[src/sv/huffman_two_pass_encoder_unit_defines.svh]
// assertion macros for the huffman encoder unit
// used by the top level; needs clk_i and rst_ni in scope
`ifndef HUFFMAN_TWO_PASS_ENCODER_UNIT_DEFINES_SVH
`define HUFFMAN_TWO_PASS_ENCODER_UNIT_DEFINES_SVH
`ifndef ASSERT_OFF
// same-cycle implication
`define HTE_ASSERT_IMP(name, ante, cons) \
  name: assert property (@(posedge clk_i) disable iff (!rst_ni) (ante) |-> (cons)) \
    else $error("assertion failed: name");
// next-cycle implication
`define HTE_ASSERT_NXT(name, ante, cons) \
  name: assert property (@(posedge clk_i) disable iff (!rst_ni) (ante) |=> (cons)) \
    else $error("assertion failed: name");
`else
`define HTE_ASSERT_IMP(name, ante, cons)
`define HTE_ASSERT_NXT(name, ante, cons)
`endif
`endif

[src/sv/hte_ram.sv]
// generic single-write, single-read ram with registered read data
// no dependencies
module hte_ram #(
  parameter int WIDTH = 8,
  parameter int DEPTH = 256
) (
  input  logic                     clk_i,
  input  logic                     we_i,
  input  logic [$clog2(DEPTH)-1:0] waddr_i,
  input  logic [WIDTH-1:0]         wdata_i,
  input  logic [$clog2(DEPTH)-1:0] raddr_i,
  output logic [WIDTH-1:0]         rdata_o
);

  logic [WIDTH-1:0] mem_q [DEPTH];

  // write port and registered read, read returns old data on collision
  always_ff @(posedge clk_i) begin
    if (we_i) begin
      mem_q[waddr_i] <= wdata_i;
    end
    rdata_o <= mem_q[raddr_i];
  end

endmodule

[config.mk]
export PLATFORM = sky130hd
export DESIGN_NAME = hte_ram
export DESIGN_NICKNAME = d
export VERILOG_FILES = /design/src/sv/huffman_two_pass_encoder_unit_defines.svh /design/src/sv/hte_ram.sv
export SDC_FILE = /design/constraint.sdc
export NUM_CORES = 2
export LEC_CHECK = 0
export BUFFER_PORTS_ARGS = -buffer_cell sky130_fd_sc_hd__buf_2
export CORE_AREA = 2 2 402 404
export CTS_CLUSTER_DIAMETER = 200
export CTS_CLUSTER_SIZE = 12
export DETAILED_ROUTE_END_ITERATION = 16
export DIE_AREA = 0 0 404 406
export PLACE_DENSITY = 0.65
export RECOVER_POWER = 25
export SLEW_MARGIN = 5
export SYNTH_ARGS = -nofsm -noshare
export SYNTH_HDL_FRONTEND = slang
export SYNTH_SLANG_ARGS = --single-unit
[constraint.sdc]
create_clock -name clk_i -period 2.8 [get_ports clk_i]
set_input_delay 0.14 -clock clk_i [delete_from_list [all_inputs] [get_ports clk_i]]
set_output_delay 0.14 -clock clk_i [all_outputs]
set_load 0.03 [all_outputs]
==> impl_metrics.csv <==
group,metric,value,unit
grt,grt_max_degree,141,
routing,routed_wl,198000,um
setup_path,crit_type,"reg2reg",
yosys,syn_area,79600,um^2
finish,layout_common_cells,"edfxtp_1, buf_4, mux4_2, nor2_1, clkbuf_16",
cts,clock_latency,0.83,ns
floorplan,die_y,406,um
routing,drc,0,
routing,vias_per_cell,6.30,
grt,grt_antenna_before_repair,12,
setup_path,start_kind,"flip-flop",
setup_path,arrival,3.42,ns
timing,holdWs,0.102,ns
floorplan,core_area,160000,um^2
timing,setup_ws,0.102,ns
yosys,synth.distinct_cells,55,
yosys,ys.flop_type,"edfxtp_1",
power,p_leak,0.0290,uW
timing,worst_clock_skew,0.0302,ns
floorplan,core.rowCount,147,
cts,cts_root_buf,"clkbuf_16",
timing,slew_headroom,-76.1,%
routing,dr_total_vias,40500,
floorplan,initial_core_util,49.8,%
setup_path,required,3.52,ns
timing,setup_viol,0,
finish,drive_above_1_share,29.2,%
cts,clock_sinks,2056,
power,peakVddDrop,0.000585,V
hold_path,hp-class,"in2reg",
timing,fmax,0.371,GHz
yosys,yosys_warnings,0,
placement,place_ws,-0.810,ns
routing,drt_iter0_drc,4937,
yosys,avgSynthCellArea,21.3,um^2
cts,tritoncts,"built",
power,power.density,661,nW/um^2
yosys,ys_ff_latch,2056,
placement,numPortBuffers,33,
grt,grt_pass1_wl,287000,um
cts,htreeDepth,4,
placement,gp_congestion,0.848,
yosys,async_reset_ff_share,0,%
status,violations,"max-capacitance violations, max-slew violations",
cts,cts_buffer_depth,3,
grt,grt_overflow,0,
yosys,synth_edf_count,2048,
placement,hpwlAfterDp,126000,um
finish,final_common_cell,"edfxtp_1",
yosys,synth_nets,3759,
timing,slew_violations,588,
yosys,syn_inst,3733,
finish,syn2layout_area_growth,14.4,%
floorplan,die_area,164000,um^2
timing,rsz0062_at_grt,"false",
timing,worst_pin_slew,2.64,ns
power,power,60200,uW
cts,numCtsBuffers,189,
run,cap_viol_max_count,7,
routing,wire_per_inst,30.8,um
cts,post_cts_buffers,0,
setup_path,path_cells,"mux4_2 > o22a_1 > o21ai_0 > a2111oi_0 > nor3_1 > nor4_2",
finish,final_cell_area,91000,um^2
timing,min_period_over_period,96.3,%
placement,placement.cell_area,86000,um^2
setup_path,path_max_fanout,1,
timing,finalHoldViolCount,0,
setup_path,endpoint_kind,"flip-flop",
setup_path,max_stage_delay,1.01,ns
routing,firstDrtPassIters,5,
status,status,"finished with violations",
floorplan,pin_count,34,
finish,fin_nets,4316,
setup_path,slowest_stage,"a2111oi_0",
routing,final_antenna_net_count,0,
cts,clkSlewWorstSetupHoldPaths,0.06,ns
grt,track_usage,24.4,%
floorplan,die_x,404,um
yosys,seq_area_frac_synth,77.5,%
timing,post-route-min-period,2.70,ns
grt,grt_pass1_vias,40400,
-- cells in the mapped netlist, types with 2 or more instances --
master / n / share of area (%)
edfxtp_1: 2048 / 77
o32ai_1: 4 / 0.044
o21ai_1: 2 / 0.013
a211oi_1: 16 / 0.15
buf_6: 21 / 0.30
o21ai_0: 10 / 0.063
mux4_1: 2 / 0.066
nand2b_1: 8 / 0.063
o22a_1: 5 / 0.055
a22o_1: 8 / 0.088
and2_1: 6 / 0.047
a2111oi_1: 2 / 0.025
o221ai_1: 46 / 0.51
nand2_1: 33 / 0.16
clkbuf_1: 111 / 0.52
nor2b_1: 31 / 0.24
nor4_1: 24 / 0.19
and3b_1: 2 / 0.022
mux2i_1: 134 / 1.7
buf_12: 8 / 0.20
buf_4: 27 / 0.25
nand3b_1: 2 / 0.019
nand4_1: 10 / 0.079
buf_1: 22 / 0.10
o211ai_1: 10 / 0.094
nor3_1: 22 / 0.14
a21oi_1: 96 / 0.60
o22ai_1: 28 / 0.22
mux4_2: 454 / 13
buf_8: 13 / 0.25
a221oi_1: 13 / 0.14
buf_2: 31 / 0.20
nor4_2: 3 / 0.047
nand3_1: 34 / 0.21
a2111oi_0: 2 / 0.022
or2_2: 4 / 0.031
a311oi_1: 2 / 0.022
a31oi_1: 2 / 0.016
dfxtp_1: 8 / 0.20
a22oi_1: 133 / 1.3
nor2_1: 282 / 1.3
-- sequential cells by signal, summed over array words and instances (netlist names) --
| signal | cells |
|---|---|
| rdata_o | 8 |
| mem_q | 2048 |
-- layer usage --
metal / track usage (%) / up-vias / part of all wire, %
li1: - / 16700 / -
met1: 35.9 / 21600 / 41
met2: 38.2 / 1923 / 48
met3: 4.30 / 297 / 8.5
met4: 6.38 / 12 / 2.5
met5: 0 / - / 0.055
-- repair_timing --
item,in CTS,in global routing
endpoints found under the setup margin,0,2
hold buffers,11,0
endpoints found under the hold margin,695,0
gates resized for setup,0,2
-- metrics by stage --
stage,utilization (%),setup TNS [ns],cells
6_report,57.0,0,6420
5_1_grt,57.0,0,6418
4_1_cts,57.1,0,6416
3_5_place_dp,53.8,-3.08,6174
3_3_place_gp,53.8,-4.46,6173
2_1_floorplan,-,0,3733
-- worst max-delay path, delay by kind of cell (launching register included) --
family,cells,cell delay (ns)
DFF,1,0.32
muxes,1,0.23
and+or+nand+nor,2,0.67
AOI/OAI and AO/OA,3,1.38
-- cell families (layout without fill, tap and decap cells) --
family | after synthesis | after routing | share of synthesized area (%)
buf+inv | 235 | 832 | 1.83
compound gates | 385 | 385 | 3.42
other cells | 0 | 4 | 0
mux | 591 | 591 | 14.6
flops | 2056 | 2056 | 77.5
simple gates | 466 | 466 | 2.63
-- power by group --
part           internal [uW]  switching (uW)
Combinational           1270            2090
Sequential             33900            86.2
Clock                  12300           10500
-- worst paths after layout --
path,slack (ns),cells past startpoint,startpoint,end
worst max-delay path,0.10,6,mem_q[160][0],rdata_o[0]
worst min-delay path,0.10,4,waddr_i[6],mem_q[213][1]
worst max register to register,0.10,6,mem_q[160][0],rdata_o[0]
worst min register to register,1.07,7,mem_q[32][5],rdata_o[5]
-- cell type report --
type | count | area, um^2
timing repair buffer | 599 | 5150
antenna | 4 | 10.0
clock buffer | 219 | 4930
fill | 11600 | 68600
tap | 2086 | 2610
sequential | 2056 | 61700
multi-input combinational | 1442 | 16500
inverter | 2 | 7.51
clock inverter | 12 | 171
No activity file was read; power rests on OpenSTA's default activity.
